--- config.mk ---
export PLATFORM = sky130hd
export DESIGN_NAME = utf8_to_utf16le_transcoder_unit
export DESIGN_NICKNAME = d
export VERILOG_FILES = /design/src/u8u16_pkg.sv /design/src/u8u16_front.sv /design/src/u8u16_queue.sv /design/src/u8u16_back.sv /design/src/utf8_to_utf16le_transcoder_unit.sv
export SDC_FILE = /design/constraint.sdc
export NUM_CORES = 1
export LEC_CHECK = 0
export BUFFER_PORTS_ARGS = -buffer_cell sky130_fd_sc_hd__buf_2
export CAP_MARGIN = 20
export CORE_UTILIZATION = 45
export CTS_CLUSTER_DIAMETER = 50
export CTS_CLUSTER_SIZE = 24
export DETAILED_ROUTE_END_ITERATION = 10
export GPL_TIMING_DRIVEN = 0
export HOLD_SLACK_MARGIN = 0.08
export PLACE_DENSITY_LB_ADDON = 0.25
export SYNTH_ARGS = -nofsm -noshare
export SYNTH_HDL_FRONTEND = slang
export SYNTH_SLANG_ARGS = --single-unit
--- constraint.sdc ---
create_clock -name clk -period 4.2 [get_ports clk]
set_input_delay 0.84 -clock clk [delete_from_list [all_inputs] [get_ports clk]]
set_output_delay 0.84 -clock clk [all_outputs]
set_load 0.1 [all_outputs]
--- src/u8u16_pkg.sv ---
// Shared types, constants and the code point encoder of the UTF-8 to UTF-16LE transcoder.
package u8u16_pkg;

    localparam logic [20:0] RplChar   = 21'h00FFFD;
    localparam logic [20:0] MaxCp     = 21'h10FFFF;
    localparam logic [20:0] BmpMax    = 21'h00FFFF;
    localparam logic [20:0] SuppBase  = 21'h010000;
    localparam logic [5:0]  HiSurTag  = 6'b110110;   // 0xD800 >> 10
    localparam logic [5:0]  LoSurTag  = 6'b110111;   // 0xDC00 >> 10

    localparam logic [7:0] ContMask  = 8'hC0;
    localparam logic [7:0] ContTag   = 8'h80;
    localparam logic [7:0] Lead2Mask = 8'hE0;
    localparam logic [7:0] Lead2Tag  = 8'hC0;
    localparam logic [7:0] Lead3Mask = 8'hF0;
    localparam logic [7:0] Lead3Tag  = 8'hE0;
    localparam logic [7:0] Lead4Mask = 8'hF8;
    localparam logic [7:0] Lead4Tag  = 8'hF0;

    // Work handed from the decoder to the byte emitter.
    typedef struct packed {
        logic [1:0]  n_units;   // 0, 1 or 2 code units
        logic [15:0] unit0;
        logic [15:0] unit1;
        logic        term;      // append the 0x0000 terminator
    } job_t;

    typedef struct packed {
        logic full;
        logic empty;
    } q_stat_t;

    typedef struct packed {
        logic [1:0]  n_units;
        logic [15:0] unit0;
        logic [15:0] unit1;
    } units_t;

    function automatic units_t encode_cp(input logic [20:0] cp);
        logic [20:0] c;
        logic [20:0] v;
        units_t      r;
        c = (cp > MaxCp) ? RplChar : cp;
        v = c - SuppBase;
        if (c <= BmpMax)
        begin
            r.n_units = 2'd1;
            r.unit0   = c[15:0];
            r.unit1   = 16'h0000;
        end
        else
        begin
            r.n_units = 2'd2;
            r.unit0   = {HiSurTag, v[19:10]};
            r.unit1   = {LoSurTag, v[9:0]};
        end
        return r;
    endfunction

endpackage

--- src/u8u16_front.sv ---
// Decoder front: accepts UTF-8 words, tracks sequence state and builds output jobs.
module u8u16_front
(
    input  logic              clk,
    input  logic              rst_n,
    input  logic              in_valid,
    input  logic [7:0]        text_byte,
    input  logic [1:0]        following_bytes,
    input  logic              empty_string,
    input  logic              q_full,
    output logic              in_ready,
    output logic              push,
    output u8u16_pkg::job_t   job
);

    logic [1:0]  pend_reg, pend_next;
    logic [20:0] acc_reg, acc_next;
    logic        drop_reg, drop_next;

    logic        emit;
    logic        term;
    logic [20:0] emit_cp;
    logic [20:0] acc_shift;
    logic [1:0]  pend_dec;
    logic [1:0]  need;
    logic [20:0] lead_cp;
    logic        last_byte;
    logic        accept;
    u8u16_pkg::units_t enc;

    assign in_ready  = !q_full;
    assign accept    = in_valid && in_ready;
    assign last_byte = (following_bytes == 2'd0);
    assign acc_shift = {acc_reg[14:0], text_byte[5:0]};
    assign pend_dec  = pend_reg - 2'd1;

    always_comb
    begin
        need    = 2'd0;
        lead_cp = u8u16_pkg::RplChar;
        priority if (text_byte[7] == 1'b0)
        begin
            lead_cp = {13'd0, text_byte};
        end
        else if ((text_byte & u8u16_pkg::Lead2Mask) == u8u16_pkg::Lead2Tag)
        begin
            lead_cp = {16'd0, text_byte[4:0]};
            need    = 2'd1;
        end
        else if ((text_byte & u8u16_pkg::Lead3Mask) == u8u16_pkg::Lead3Tag)
        begin
            lead_cp = {17'd0, text_byte[3:0]};
            need    = 2'd2;
        end
        else if ((text_byte & u8u16_pkg::Lead4Mask) == u8u16_pkg::Lead4Tag)
        begin
            lead_cp = {18'd0, text_byte[2:0]};
            need    = 2'd3;
        end
        else
        begin
            lead_cp = u8u16_pkg::RplChar;
        end
    end

    always_comb
    begin
        pend_next = pend_reg;
        acc_next  = acc_reg;
        drop_next = drop_reg;
        emit      = 1'b0;
        term      = 1'b0;
        emit_cp   = u8u16_pkg::RplChar;
        priority if (empty_string)
        begin
            term = 1'b1;
        end
        else if (drop_reg)
        begin
            term = last_byte;
        end
        else if (pend_reg != 2'd0)
        begin
            if ((text_byte & u8u16_pkg::ContMask) != u8u16_pkg::ContTag)
            begin
                pend_next = 2'd0;
                acc_next  = 21'd0;
                emit      = 1'b1;
            end
            else
            begin
                pend_next = pend_dec;
                acc_next  = acc_shift;
                if (pend_dec == 2'd0)
                begin
                    emit     = 1'b1;
                    emit_cp  = acc_shift;
                    acc_next = 21'd0;
                end
                else if (last_byte)
                begin
                    emit = 1'b1;
                end
            end
            term = last_byte;
        end
        else
        begin
            priority if (need > following_bytes)
            begin
                // sequence runs past the string end: one replacement, drop the rest
                emit = 1'b1;
                if (last_byte)
                    term = 1'b1;
                else
                    drop_next = 1'b1;
            end
            else if (need != 2'd0)
            begin
                acc_next  = lead_cp;
                pend_next = need;
            end
            else
            begin
                emit    = 1'b1;
                emit_cp = lead_cp;
                term    = last_byte;
            end
        end
        if (term)
        begin
            pend_next = 2'd0;
            acc_next  = 21'd0;
            drop_next = 1'b0;
        end
    end

    assign enc         = u8u16_pkg::encode_cp(emit_cp);
    assign job.n_units = emit ? enc.n_units : 2'd0;
    assign job.unit0   = enc.unit0;
    assign job.unit1   = enc.unit1;
    assign job.term    = term;
    assign push        = accept && (emit || term);

    always_ff @(posedge clk or negedge rst_n)
    begin
        if (!rst_n)
        begin
            pend_reg <= 2'd0;
            acc_reg  <= 21'd0;
            drop_reg <= 1'b0;
        end
        else if (accept)
        begin
            pend_reg <= pend_next;
            acc_reg  <= acc_next;
            drop_reg <= drop_next;
        end
    end

endmodule

--- src/u8u16_queue.sv ---
// Job queue between the decoder front and the byte emitter.
module u8u16_queue
#(
    parameter int DEPTH = 4
)
(
    input  logic                clk,
    input  logic                rst_n,
    input  logic                push,
    input  u8u16_pkg::job_t     push_job,
    input  logic                pop,
    output u8u16_pkg::job_t     head,
    output u8u16_pkg::q_stat_t  stat
);

    localparam int PtrW = $clog2(DEPTH);
    localparam int CntW = $clog2(DEPTH + 1);

    u8u16_pkg::job_t slot_reg [DEPTH];
    logic [PtrW-1:0] wr_ptr_reg, wr_ptr_next;
    logic [PtrW-1:0] rd_ptr_reg, rd_ptr_next;
    logic [CntW-1:0] cnt_reg, cnt_next;

    assign head       = slot_reg[rd_ptr_reg];
    assign stat.full  = (cnt_reg == CntW'(DEPTH));
    assign stat.empty = (cnt_reg == '0);

    always_comb
    begin
        wr_ptr_next = wr_ptr_reg;
        rd_ptr_next = rd_ptr_reg;
        cnt_next    = cnt_reg;
        if (push)
            wr_ptr_next = (wr_ptr_reg == PtrW'(DEPTH - 1)) ? '0 : wr_ptr_reg + 1'b1;
        if (pop)
            rd_ptr_next = (rd_ptr_reg == PtrW'(DEPTH - 1)) ? '0 : rd_ptr_reg + 1'b1;
        if (push && !pop)
            cnt_next = cnt_reg + 1'b1;
        else if (pop && !push)
            cnt_next = cnt_reg - 1'b1;
    end

    always_ff @(posedge clk or negedge rst_n)
    begin
        if (!rst_n)
        begin
            wr_ptr_reg <= '0;
            rd_ptr_reg <= '0;
            cnt_reg    <= '0;
        end
        else
        begin
            wr_ptr_reg <= wr_ptr_next;
            rd_ptr_reg <= rd_ptr_next;
            cnt_reg    <= cnt_next;
        end
    end

    always_ff @(posedge clk)
    begin
        if (push)
            slot_reg[wr_ptr_reg] <= push_job;
    end

endmodule

--- src/u8u16_back.sv ---
// Byte emitter: walks the head job one byte at a time into the output register.
module u8u16_back
(
    input  logic                clk,
    input  logic                rst_n,
    input  u8u16_pkg::job_t     head,
    input  u8u16_pkg::q_stat_t  stat,
    output logic                pop,
    output logic                out_valid,
    input  logic                out_ready,
    output logic [7:0]          utf16_byte,
    output logic                run_last,
    output logic                string_done
);

    logic       valid_reg, valid_next;
    logic [7:0] byte_reg, byte_next;
    logic       last_reg, last_next;
    logic       done_reg, done_next;
    logic [2:0] idx_reg, idx_next;

    logic       load;
    logic [2:0] total;
    logic [1:0] unit_idx;
    logic [15:0] unit_sel;

    assign load     = !valid_reg || out_ready;
    assign total    = {head.n_units, 1'b0} + {1'b0, head.term, 1'b0};
    assign unit_idx = idx_reg[2:1];
    assign unit_sel = (unit_idx == 2'd0) ? head.unit0 : head.unit1;

    always_comb
    begin
        valid_next = valid_reg;
        byte_next  = byte_reg;
        last_next  = last_reg;
        done_next  = done_reg;
        idx_next   = idx_reg;
        pop        = 1'b0;
        if (load)
        begin
            valid_next = !stat.empty;
            if (!stat.empty)
            begin
                if (unit_idx < head.n_units)
                begin
                    byte_next = idx_reg[0] ? unit_sel[15:8] : unit_sel[7:0];
                    done_next = 1'b0;
                end
                else
                begin
                    byte_next = 8'h00;
                    done_next = idx_reg[0];
                end
                last_next = (idx_reg == total - 3'd1);
                if (last_next)
                begin
                    pop      = 1'b1;
                    idx_next = 3'd0;
                end
                else
                begin
                    idx_next = idx_reg + 3'd1;
                end
            end
        end
    end

    always_ff @(posedge clk or negedge rst_n)
    begin
        if (!rst_n)
        begin
            valid_reg <= 1'b0;
            idx_reg   <= 3'd0;
        end
        else
        begin
            valid_reg <= valid_next;
            idx_reg   <= idx_next;
        end
    end

    always_ff @(posedge clk)
    begin
        byte_reg <= byte_next;
        last_reg <= last_next;
        done_reg <= done_next;
    end

    assign out_valid   = valid_reg;
    assign utf16_byte  = byte_reg;
    assign run_last    = last_reg;
    assign string_done = done_reg;

endmodule

--- src/utf8_to_utf16le_transcoder_unit.sv ---
// UTF-8 to UTF-16LE transcoder: top level.
//
// Input stream (s_*): one UTF-8 byte per word. s_tdata carries the byte and
// the count of bytes still to follow in the string (saturated at 3, zero on
// the last byte); s_tuser marks an empty string that carries no byte.
// Output stream (m_*): UTF-16LE bytes, low byte first. m_tlast closes the
// bytes caused by one input word, m_tuser flags the second byte of the
// closing 0x0000 terminator. Words that only open or continue a sequence
// produce no output.
// A word yields 0 to 6 output bytes, and the emitter sends one byte per
// cycle while the queue holds a job and m_tready does not stall it; a
// 4-byte sequence plus terminator yields six output bytes.
// The front takes a word whenever the job queue (QUEUE_DEPTH entries) has
// room, so it keeps decoding while the receiver stalls until the queue fills.
// Reset clears decoder state, the queue pointers and the output valid flag;
// s_tready is high out of reset, as the queue then starts empty.
module utf8_to_utf16le_transcoder_unit
#(
    parameter int QUEUE_DEPTH = 4
)
(
    input  logic        clk,
    input  logic        rst_n,
    input  logic        s_tvalid,
    output logic        s_tready,
    input  logic [15:0] s_tdata,    // [7:0] text_byte, [9:8] following_bytes, [15:10] zero
    input  logic        s_tuser,    // [0] empty_string
    output logic        m_tvalid,
    input  logic        m_tready,
    output logic [7:0]  m_tdata,    // [7:0] utf16_byte
    output logic        m_tlast,
    output logic        m_tuser     // [0] string_done
);

    logic               push;
    logic               pop;
    u8u16_pkg::job_t    push_job;
    u8u16_pkg::job_t    head;
    u8u16_pkg::q_stat_t stat;

    u8u16_front u_front
    (
        .clk             (clk),
        .rst_n           (rst_n),
        .in_valid        (s_tvalid),
        .text_byte       (s_tdata[7:0]),
        .following_bytes (s_tdata[9:8]),
        .empty_string    (s_tuser),
        .q_full          (stat.full),
        .in_ready        (s_tready),
        .push            (push),
        .job             (push_job)
    );

    u8u16_queue #(.DEPTH(QUEUE_DEPTH)) u_queue
    (
        .clk      (clk),
        .rst_n    (rst_n),
        .push     (push),
        .push_job (push_job),
        .pop      (pop),
        .head     (head),
        .stat     (stat)
    );

    u8u16_back u_back
    (
        .clk         (clk),
        .rst_n       (rst_n),
        .head        (head),
        .stat        (stat),
        .pop         (pop),
        .out_valid   (m_tvalid),
        .out_ready   (m_tready),
        .utf16_byte  (m_tdata),
        .run_last    (m_tlast),
        .string_done (m_tuser)
    );

`ifndef SYNTHESIS
    a_done_is_last_zero: assert property (@(posedge clk) disable iff (!rst_n)
        m_tvalid && m_tuser |-> m_tlast && (m_tdata == 8'h00))
        else $error("terminator byte not zero or not last");

    a_pop_not_empty: assert property (@(posedge clk) disable iff (!rst_n)
        pop |-> !stat.empty)
        else $error("job queue popped while empty");

    a_stat_consistent: assert property (@(posedge clk) disable iff (!rst_n)
        !(stat.full && stat.empty))
        else $error("job queue both full and empty");

    a_push_has_work: assert property (@(posedge clk) disable iff (!rst_n)
        push |-> (push_job.n_units != 2'd0) || push_job.term)
        else $error("job pushed without output bytes");
`endif

endmodule
==> results by group, run 1 <==
CTS
  – CTS Sinks: 159
  – CTS tree: built
  – Post-CTS Setup Bufs: 0
  – Clock latency on the worst-skew pair: 0.42 ns
  – TritonCTS buffer count: 17
  – Clock root buffer: clkbuf_16
  – CTS max path bufs: 2
  – Clk slew on worst S/H paths: 0.06 ns
  – H-tree levels: 4

Timing
  – Setup-failing EPs final: 0
  – Fmax: 260 MHz
  – Skew final: 0.00720 ns
  – Tcrit/Tclk final: 91.4%
  – Final Hold Viols: 0
  – Max Slew Vio Count: 0
  – Measured slew at the worst slew-check pin: 0.953 ns
  – Rel. slew slack: 35.8%
  – RSZ-0062 raised after global routing: no
  – Final min period: 3.84 ns

Detailed routing
  – Via-per-instance ratio: 5.54
  – DRC: 0
  – Iteration count of the initial detailed-routing pass: 5
  – Routed Antenna Nets: 0
  – First DRT Iteration DRCs: 313
  – Final WL: 14.6 mm
  – Routed len/inst: 19.4 um
  – Via count: 4,170

Placed design
  – Placed Area: 7590 um2
  – Final HPWL DP: 9.83 mm
  – Cell count after placement: 722
  – Gpl congestion: 0.884
  – # port buffers: 24

Yosys
  – Yosys top cell by area: edfxtp_1
  – Yosys Warn Count: 0
  – Synth Register Bits: 159
  – Area share of the largest cell type after synthesis: 54.3%
  – Predominant post-synthesis flop cell: edfxtp_1
  – Synth cell types: 51
  – Mapped Cells: 486
  – Syn Area/Cell: 14.8 um2
  – Top post-synthesis cells by area: edfxtp_1 (54%), dfrtp_1 (10%), mux4_2 (10%)
  – Number of enable flip-flop cells after synthesis: 130
  – Asr flop ratio synth: 18.2%
  – Register area share after synthesis: 64.4%
  – Mapped cell area: 7190 um2
  – Syn Nets: 523

Flow run
  – Max_cap viols: 0

Setup path
  – Worst-path maximum fanout: 10
  – Crit start category: input pin
  – Worst Path Arrival: 3.98 ns
  – Worst path required time: 4.34 ns
  – Kind of critical path: input pin to flop
  – Setup crit end kind: flop

Power and ir drop
  – Leakage: 0.00296 uW
  – PwrDens: 706 nW/um2
  – VDD IR max: 0.447 mV

Min path
  – Path type of the worst min-delay path: input pin to asynchronous set/reset pin

Final layout
  – Final antenna diode count: 0
  – FILL cells: 1,254
  – Number of flip-flops in the largest register: 120
  – Design area: 8190 um2
  – Layout Cells excl Fill: 753
  – Area grow syn2layout: 13.9%
  – Layout cell share with drive strength beyond 1: 22.0%
  – Fin nets: 566

Die
  – Row Count: 45
  – Core area: 15,400 um2
  – DIE AREA: 16,500 um2
  – Num ports: 33
  – Die Width: 128 um
  – Initial Util: 46.8%
  – DIE HEIGHT: 128 um

GRT
  – GRT Util Overall: 19.3%
  – Initial antenna violation count: 0
  – Gr ovfl total: 0
  – Vias in the first global route: 4,393
  – First-pass GRT wire length: 23.2 mm
  – Largest net degree at the start of global routing: 31

Status
  – Outcome: complete, no violations
-- synth_stat cells, types with 4 or more instances --
master	number
mux2_2	14
edfxtp_1	130
nand3_1	11
nor2_1	41
mux2i_1	6
o21a_1	6
inv_1	16
o22a_1	4
and2_1	16
mux4_2	32
clkbuf_1	12
buf_2	7
dfrtp_1	29
a31oi_1	4
a211oi_1	10
xor2_1	6
nor2b_1	9
nand2_1	29
ha_1	15
o21ai_0	15
a21oi_1	23
-- critical path: stages --
cell	delay, ns
clkbuf_1	0.30
nand3_1	0.12
a21oi_1	0.19
ha_1	0.28
nor2b_1	0.16
o21ai_0	0.44
a2bb2oi_2	0.18
nor4_4	0.29
mux2i_1	0.60
buf_2	0.40
nand2_1	0.17
-- metrics by stage --
step	setup TNS [ns]	worst slack, ns	power, uW	hold slack (ns)	util [%]
floorplan	0	0.531	3790	0.464	-
global placement	-43.45	-0.372	4220	0.487	49.3
detailed placement	-0.385	-0.101	4270	0.495	49.4
CTS	0	0.00755	5840	0.489	53.3
global route	0	0.105	6060	0.526	53.3
finish	0	0.361	5780	0.474	53.3
-- cells by family (layout without fill, tap and decap cells) --
kind of cell	after synthesis	in the layout	synth area share [%]
buf+inv	42	98	2.52
flops	159	159	64.4
fa+ha+maj	16	16	2.89
simple gates	128	128	8.87
compound gates	81	81	7.31
mux	52	52	13.1
xor+xnor	8	8	0.974
-- routing by layer --
layer	vias to the layer above	global-route usage [%]	routed length, um
met3	21	4.03	621
met4	0	7.82	267
met2	107	31.4	7090
met1	2100	25.6	6590
met5	-	0	0
li1	1942	-	-
-- cells in the final DEF (no fill, tap or decap), types with 4 or more instances in the layout --
cell type	synthesis	routed
nand3_1	11	11
buf_2	7	30
clkinv_1	1	5
nand2_1	29	29
edfxtp_1	130	130
mux2_2	14	14
clkbuf_1	12	13
inv_1	16	16
dfrtp_1	29	29
mux4_2	32	32
and2_2	0	4
clkbuf_16	0	17
nor2b_1	9	9
o22a_1	4	4
a21oi_1	23	23
bufinv_16	0	4
ha_1	15	15
xor2_1	6	6
mux2i_1	6	6
a31oi_1	4	4
nor2_1	41	41
o21a_1	6	6
o21ai_0	15	15
and2_1	16	12
a211oi_1	10	10
-- power by group --
part / internal [uW] / switching, uW
registers: 2090 / 138
logic: 720 / 1270
clock network: 981 / 587
-- layout make-up --
type	count	area (um2)	share of cell area (%)
plain buffers	22	114	1.39
well taps	211	264	3.22
repair buffers	25	128	1.56
flip-flops and latches	159	4630	56.5
clock buffers	18	429	5.24
multi-input cells	285	2380	29.1
clock inverters	14	173	2.11
inverters	19	71.3	0.870
-- final timing paths --
kind / slack, ns / cells after the start / endpoint / start
hold reg to reg: 0.50 / 1 / u_queue.cnt_reg[2]$_DFFE_PN0P_ / u_queue.cnt_reg[2]$_DFFE_PN0P_
setup / recovery: 0.36 / 11 / u_queue.slot_reg[0][28]$_DFFE_PP_ / s_tdata[7]
min in group clk: 0.50 / 1 / u_queue.cnt_reg[2]$_DFFE_PN0P_ / u_queue.cnt_reg[2]$_DFFE_PN0P_
max in group asynchronous: 3.24 / 1 / u_front.acc_reg[0]$_DFFE_PN0P_ / rst_n
hold / removal: 0.47 / 1 / u_back.idx_reg[0]$_DFFE_PN0P_ / rst_n
setup reg to reg: 0.42 / 14 / u_queue.cnt_reg[1]$_DFFE_PN0P_ / u_queue.rd_ptr_reg[0]$_DFFE_PN0P_
-- timing repair --
item                                    4_1_cts  5_1_grt
gates resized for setup                       2        2
gates cloned                                  0        0
endpoints found under the setup margin        2        2
hold buffers                                  0        0
endpoints found under the hold margin         0        0
Note: power is estimated with default switching activity, not from simulation.
==> run 2, diff against run 1 <==
==> constraint.sdc (replaced) <==
create_clock -name clk -period 4.6 [get_ports clk]
set_input_delay 0.92 -clock clk [delete_from_list [all_inputs] [get_ports clk]]
set_output_delay 0.92 -clock clk [all_outputs]
set_load 0.1 [all_outputs]
==> run 2 against run 1 <==
Against the previous run:
- flip-flop and latch count stayed put
- first-iteration DRC count is 8.3% lower
- via count is 0.60% higher
- non-clock buffer count is 1 higher
- critical endpoint is now u_queue.cnt_reg[1]$_DFFE_PN0P_
- final cell count is 0.13% higher
- combinational power is 9% lower
- highest routed layer unchanged
- clock skew hardly changed
==> results by group, run 2 (synthesis results as in run 1) <==
Timing
  – RSZ-0062 raised after global routing: no (unchanged)
  – Final min period: 4.17 ns
  – Measured slew at the worst slew-check pin: 0.915 ns (was 0.953 ns)
  – Rel. slew slack: 38.3% (was 35.8%)
  – Setup-failing EPs final: 0 (unchanged)
  – Final Hold Viols: 0 (unchanged)
  – Max Slew Vio Count: 0 (unchanged)
  – Hold Slack: 0.503 ns (was 0.474 ns)
  – Skew final: 0.00753 ns (was 0.00720 ns)
  – Fmax: 240 MHz
  – Tcrit/Tclk final: 90.6%
  – Setup TNS: 0 ns (unchanged)
  – Worst setup margin: 0.432 ns (was 0.361 ns)

GRT
  – GRT Util Overall: 19.3% (unchanged)
  – Vias in the first global route: 4,393 (unchanged)
  – Gr ovfl total: 0 (unchanged)
  – Initial antenna violation count: 0 (unchanged)
  – First-pass GRT wire length: 23.2 mm (unchanged)
  – Largest net degree at the start of global routing: 31 (unchanged)

CTS
  – CTS tree: built (unchanged)
  – Clk slew on worst S/H paths: 0.06 ns (about the same)
  – CTS Sinks: 159 (unchanged)
  – TritonCTS buffer count: 17 (unchanged)
  – H-tree levels: 4 (unchanged)
  – Clock latency on the worst-skew pair: 0.42 ns (about the same)
  – CTS max path bufs: 2 (unchanged)
  – Clock root buffer: clkbuf_16 (unchanged)

Power and ir drop
  – PwrDens: 645 nW/um2 (was 706 nW/um2)
  – VDD IR max: 0.408 mV (was 0.447 mV)
  – Leakage: 0.00295 uW (was 0.00296 uW)

Min path
  – Worst hold start: u_queue.cnt_reg[2]$_DFFE_PN0P_
  – Path type of the worst min-delay path: flop to flop (was input pin to asynchronous set/reset pin)
  – Worst Hold Endpoint: u_queue.cnt_reg[2]$_DFFE_PN0P_
  – Hold Path Cell Cnt: 1

Die
  – Row Count: 45 (unchanged)
  – Initial Util: 46.8% (unchanged)
  – Die Width: 128 um (unchanged)
  – Num ports: 33 (unchanged)
  – DIE AREA: 16,500 um2 (unchanged)
  – Core area: 15,400 um2 (unchanged)
  – DIE HEIGHT: 128 um (unchanged)

Final layout
  – Layout Cells excl Fill: 754 (was 753)
  – Fin nets: 567 (was 566)
  – Final antenna diode count: 0 (unchanged)
  – Number of flip-flops in the largest register: 120 (unchanged)
  – Most frequent cells in the layout: edfxtp_1 (130), nor2_1 (41), mux4_2 (32) (unchanged)
  – Finished Core Util: 53.3% (about the same)
  – Commonest non-fill, non-tap cell in the layout: edfxtp_1 (unchanged)
  – Layout cell share with drive strength beyond 1: 21.7% (was 22.0%)
  – Area grow syn2layout: 13.9% (about the same)
  – FILL cells: 1,254 (unchanged)

Setup path
  – Setup crit end kind: flop (unchanged)
  – Crit start category: flop (was input pin)
  – Worst Path Arrival: 4.47 ns (was 3.98 ns)
  – Worst-path maximum fanout: 10 (unchanged)
  – Worst reg2reg path startpoint: u_queue.rd_ptr_reg[1]$_DFFE_PN0P_ (was u_queue.rd_ptr_reg[0]$_DFFE_PN0P_)
  – Kind of critical path: flop to flop (was input pin to flop)
  – FF-to-FF setup slack: 0.43 ns (was 0.42 ns)
  – Worst path required time: 4.90 ns (was 4.34 ns)
  – Reg2Reg Capture Point: u_queue.cnt_reg[1]$_DFFE_PN0P_ (unchanged)
  – Worst R2R Path Depth: 14 (unchanged)

Detailed routing
  – Via count: 4,195 (was 4,170)
  – Routed len/inst: 19.3 um (was 19.4 um)
  – First DRT Iteration DRCs: 287 (was 313)
  – Final WL: 14.6 mm (about the same)
  – Routed Antenna Nets: 0 (unchanged)
  – Iteration count of the initial detailed-routing pass: 5 (unchanged)
  – Via-per-instance ratio: 5.56 (was 5.54)
  – DRC: 0 (unchanged)

Placed design
  – # port buffers: 24 (unchanged)
  – Final HPWL DP: 9.83 mm (unchanged)
  – Gpl congestion: 0.884 (unchanged)
  – Cell count after placement: 722 (unchanged)
  – Dpl ws: 0.299 ns (was -0.101 ns)

Status
  – Outcome: complete, no violations (unchanged)

Flow run
  – Max_cap viols: 0 (unchanged)
## run 2: cell count changes in the layout (fill, tap and decap cells not counted), sizes merged
cell	previous run	this run
buf	34	35
## run 2: through the flow
step,total power (uW),area [um2]
floorplan,3460,7190
global placement,3850,7570
detailed placement,3900,7590
CTS,5330,8190
global route,5540,8190
finish,5280,8190
## run 2: repair_timing
item	in CTS	in global routing
resized for setup	0	1
setup endpoints to repair	0	2
hold buffers	0	0
hold endpoints to repair	0	0
buffers inserted	0	0
## run 2: power by group
group	switching (uW)	total, uW	leakage, uW	internal (uW)
registers	127	2030	0.00155	1900
clock network	537	1430	0.000286	896
logic	1160	1820	0.00112	656
total	1820	5280	0.00295	3460
## run 2: worst max path at each step
| stage | from | depth (start not counted) | slack, ns | to |
|---|---|---|---|---|
| 2_1_floorplan | u_queue.rd_ptr_reg[0]$_DFFE_PN0P_ | 15 | 0.93 | u_queue.cnt_reg[1]$_DFFE_PN0P_ |
| 3_3_place_gp | s_tdata[4] | 10 | -0.05 | u_queue.slot_reg[3][7]$_DFFE_PP_ |
| 3_5_place_dp | u_queue.rd_ptr_reg[0]$_DFFE_PN0P_ | 15 | 0.30 | u_queue.cnt_reg[1]$_DFFE_PN0P_ |
| 4_1_cts | u_queue.rd_ptr_reg[0]$_DFFE_PN0P_ | 15 | 0.28 | u_queue.cnt_reg[1]$_DFFE_PN0P_ |
| 5_1_grt | u_queue.rd_ptr_reg[0]$_DFFE_PN0P_ | 17 | 0.07 | u_queue.cnt_reg[2]$_DFFE_PN0P_ |
| 6_report | u_queue.rd_ptr_reg[1]$_DFFE_PN0P_ | 14 | 0.43 | u_queue.cnt_reg[1]$_DFFE_PN0P_ |
## run 2: critical path: stages, from the launching register on
cell and delay, ns:
dfrtp_1 0.45, buf_1 0.49, buf_1 0.61, mux4_2 0.41
inv_1 0.07, ha_1 0.15, xor2_1 0.18, xnor2_1 0.13
and3_1 0.25, and2_1 0.22, inv_1 0.12, ha_1 0.23
inv_1 0.07, fa_1 0.41, mux2_2 0.27
## run 2: per-layer routing
metal / track usage, % / wire, um
met3: 4.03 / 706
met1: 25.6 / 6550
met2: 31.4 / 7030
met4: 7.82 / 270
met5: 0 / 0
## run 2: layout make-up
cell class	instances	area, um2	area share, %
sequential	159	4630	56.5
buffer	23	113	1.37
timing repair buffer	25	128	1.56
clock buffer	18	429	5.24
tap	211	264	3.22
inverter	19	71.3	0.871
multi-input combinational	285	2380	29.1
clock inverter	14	173	2.11
==> run 3, diff against run 2 <==
--- a/config.mk
+++ b/config.mk
@@ -14,6 +14,7 @@
 export GPL_TIMING_DRIVEN = 0
 export HOLD_SLACK_MARGIN = 0.08
 export PLACE_DENSITY_LB_ADDON = 0.25
+export RECOVER_POWER = 100
 export SYNTH_ARGS = -nofsm -noshare
 export SYNTH_HDL_FRONTEND = slang
 export SYNTH_SLANG_ARGS = --single-unit
==> run 3 against run 2 <==
Against the previous run:
- the run now ends with max-capacitance violations, max-slew violations left
- global-route usage is the same
- count of clock-buffer cells in the layout is the same
- clock skew shrank 0.00062 ns
- first-iteration DRC count grew 9.1%
- design area shrank 0.64%
- critical path depth shrank 3
- critical endpoint is now u_queue.slot_reg[1][32]$_DFFE_PP_
- flip-flop and latch count is the same
- setup slack lost 0.062 ns
- utilization shrank 0.34 points
- die area is the same
- wire length shrank 0.12%
- highest routed layer unchanged
==> results by group, run 3 (synthesis results as in run 1) <==
GRT
  – Gr ovfl total: 0 (unchanged)
  – Largest net degree at the start of global routing: 31 (unchanged)
  – Vias in the first global route: 4,393 (unchanged)
  – Initial antenna violation count: 0 (unchanged)
  – GRT Util Overall: 19.3% (unchanged)
  – First-pass GRT wire length: 23.2 mm (unchanged)

Setup path
  – FF-to-FF setup slack: 0.43 ns (about the same)
  – WP buf/inv: 2 (was 5)
  – Crit start category: input pin (was flop)
  – Reg2Reg Capture Point: u_queue.cnt_reg[1]$_DFFE_PN0P_ (unchanged)
  – Beginning of the critical path: s_tdata[7] (was u_queue.rd_ptr_reg[1]$_DFFE_PN0P_)
  – Worst path required time: 4.71 ns (was 4.90 ns)
  – Worst path max stage delay: 0.60 ns (was 0.61 ns)
  – CP cell instances: clkbuf_1 -> nand3_1 -> a21oi_1 -> ha_1 -> nor2b_1 -> o21ai_0 -> a2bb2oi_1 -> nor4_1 -> mux2i_1 -> clkbuf_1 -> nand3_1 (was buf_1 -> buf_1 -> mux4_2 -> inv_1 -> ha_1 -> xor2_1 -> xnor2_1 -> and3_1 -> and2_1 -> inv_1 -> ha_1 -> inv_1 -> fa_1 -> mux2_2)
  – Worst Path Arrival: 4.34 ns (was 4.47 ns)
  – Worst-path maximum fanout: 10 (unchanged)
  – Worst path slowest cell: mux2i_1 (was buf_1)
  – Setup crit end kind: flop (unchanged)
  – Worst R2R Path Depth: 14 (unchanged)
  – Kind of critical path: input pin to flop (was flop to flop)
  – Worst reg2reg path startpoint: u_queue.rd_ptr_reg[1]$_DFFE_PN0P_ (unchanged)
  – Crit-path leading delay family: simple AND/OR/NAND/NOR gates (was buffers and inverters)

Die
  – Die Width: 128 um (unchanged)
  – DIE AREA: 16,500 um2 (unchanged)
  – Num ports: 33 (unchanged)
  – Initial Util: 46.8% (unchanged)
  – DIE HEIGHT: 128 um (unchanged)
  – Core area: 15,400 um2 (unchanged)
  – Row Count: 45 (unchanged)

Power and ir drop
  – VDD IR max: 0.396 mV (was 0.408 mV)
  – PwrDens: 646 nW/um2 (was 645 nW/um2)
  – Leakage: 0.00291 uW (was 0.00295 uW)
  – Cell-internal power: 3430 uW (was 3460 uW)
  – Sequential power share: 38.6% (was 38.5%)
  – Sw Ratio: 34.7% (was 34.6%)
  – Clock Power Share: 27.2% (was 27.1%)
  – Switching Power: 1820 uW (about the same)
  – Logic pwr share: 34.1% (was 34.4%)

Detailed routing
  – Final WL: 14.5 mm (was 14.6 mm)
  – Iteration count of the initial detailed-routing pass: 6 (was 5)
  – Routed len/inst: 19.3 um (about the same)
  – Via count: 4,183 (was 4,195)
  – First DRT Iteration DRCs: 313 (was 287)
  – Routed Antenna Nets: 0 (unchanged)
  – Via-per-instance ratio: 5.55 (was 5.56)
  – DRC: 0 (unchanged)

Final layout
  – Area grow syn2layout: 13.2% (was 13.9%)
  – FILL cells: 1,264 (was 1,254)
  – Final antenna diode count: 0 (unchanged)
  – Most frequent cells in the layout: edfxtp_1 (130), nor2_1 (41), mux4_2 (32) (unchanged)
  – Number of flip-flops in the largest register: 120 (unchanged)
  – Design area: 8140 um2 (was 8190 um2)
  – Finished Core Util: 53.0% (was 53.3%)
  – Fin nets: 567 (unchanged)
  – Commonest non-fill, non-tap cell in the layout: edfxtp_1 (unchanged)
  – Layout cell share with drive strength beyond 1: 17.5% (was 21.7%)

Min path
  – Worst hold start: u_queue.cnt_reg[2]$_DFFE_PN0P_ (unchanged)
  – Hold Path Cell Cnt: 1 (unchanged)
  – Path type of the worst min-delay path: flop to flop (unchanged)
  – Worst Hold Endpoint: u_queue.cnt_reg[2]$_DFFE_PN0P_ (unchanged)

Placed design
  – Final HPWL DP: 9.83 mm (unchanged)
  – # port buffers: 24 (unchanged)
  – Gpl congestion: 0.884 (unchanged)
  – Placed Area: 7590 um2 (unchanged)

Timing
  – Rel. slew slack: -17.7% (was 38.3%)
  – Max Slew Vio Count: 30 (was 0)
  – Fmax: 236 MHz (was 240 MHz)
  – Setup-failing EPs final: 0 (unchanged)
  – Measured slew at the worst slew-check pin: 1.77 ns (was 0.915 ns)
  – Final min period: 4.23 ns (was 4.17 ns)
  – Skew final: 0.00691 ns (was 0.00753 ns)
  – Tcrit/Tclk final: 92.0% (was 90.6%)
  – Final Hold Viols: 0 (unchanged)
  – RSZ-0062 raised after global routing: no (unchanged)

CTS
  – CTS tree: built (unchanged)
  – Post-CTS Hold Fix Bufs: 0 (unchanged)
  – Clock latency on the worst-skew pair: 0.42 ns (about the same)
  – H-tree levels: 4 (unchanged)
  – Clk slew on worst S/H paths: 0.06 ns (about the same)
  – Clock root buffer: clkbuf_16 (unchanged)
  – CTS max path bufs: 2 (unchanged)
  – CTS Sinks: 159 (unchanged)
  – TritonCTS buffer count: 17 (unchanged)

Status
  – Failing checks: max-capacitance violations, max-slew violations
  – Outcome: finished with violations (was complete, no violations)

Flow run
  – Max_cap viols: 1 (was 0)
## run 3: changes by cell type in the layout (fill, tap and decap cells not counted), sizes merged
cell / delta
buf: -19
clkbuf: +19
## run 3: cell type report
type	count	area, um2	share of cell area (%)
plain buffers	23	103	1.26
clock buffers	18	429	5.27
clock inverters	14	173	2.12
inverters	19	71.3	0.876
multi-input cells	285	2360	29.0
flip-flops and latches	159	4630	56.9
well taps	211	264	3.24
repair buffers	25	106	1.31
## run 3: worst max path at each step
stage / endpoint / slack, ns / cells past startpoint
after floorplan: u_queue.cnt_reg[1]$_DFFE_PN0P_ / 0.93 / 15
after global placement: u_queue.slot_reg[3][7]$_DFFE_PP_ / -0.05 / 10
after detailed placement: u_queue.cnt_reg[1]$_DFFE_PN0P_ / 0.30 / 15
after CTS: u_queue.cnt_reg[1]$_DFFE_PN0P_ / 0.28 / 15
after global routing: u_queue.cnt_reg[2]$_DFFE_PN0P_ / 0.06 / 17
final: u_queue.slot_reg[1][32]$_DFFE_PP_ / 0.37 / 11
## run 3: through the flow
stage               hold WS, ns  total power [uW]  setup TNS (ns)  worst slack, ns  std cells
finish                    0.503              5260               0            0.369        754
floorplan                 0.464              3460               0            0.931        486
global route              0.526              5520               0           0.0635        754
CTS                       0.505              5330               0            0.278        754
global placement          0.487              3850           -4.61          -0.0523        721
detailed placement        0.495              3900               0            0.299        722
## run 3: repair_timing
| action | CTS | global route |
|---|---|---|
| endpoints found under the hold margin | 0 | 0 |
| setup endpoints to repair | 0 | 2 |
| resized for setup | 0 | 1 |
| setup buffers | 0 | 0 |
## run 3: per-layer routing
| layer | vias up | track usage, % | part of all wire (%) |
|---|---|---|---|
| li1 | 1944 | - | - |
| met1 | 2110 | 25.6 | 46 |
| met2 | 108 | 31.4 | 48 |
| met3 | 21 | 4.03 | 4.0 |
| met4 | 0 | 7.82 | 1.8 |
| met5 | - | 0 | 0 |
## run 3: power by group through the flow
stage | Combinational, uW | Clock (uW) | Sequential [uW]
2_1_floorplan | 1090 | 0 | 2370
3_3_place_gp | 1800 | 0 | 2050
3_5_place_dp | 1840 | 0 | 2060
4_1_cts | 1840 | 1460 | 2030
5_1_grt | 1940 | 1510 | 2060
6_report | 1790 | 1430 | 2030
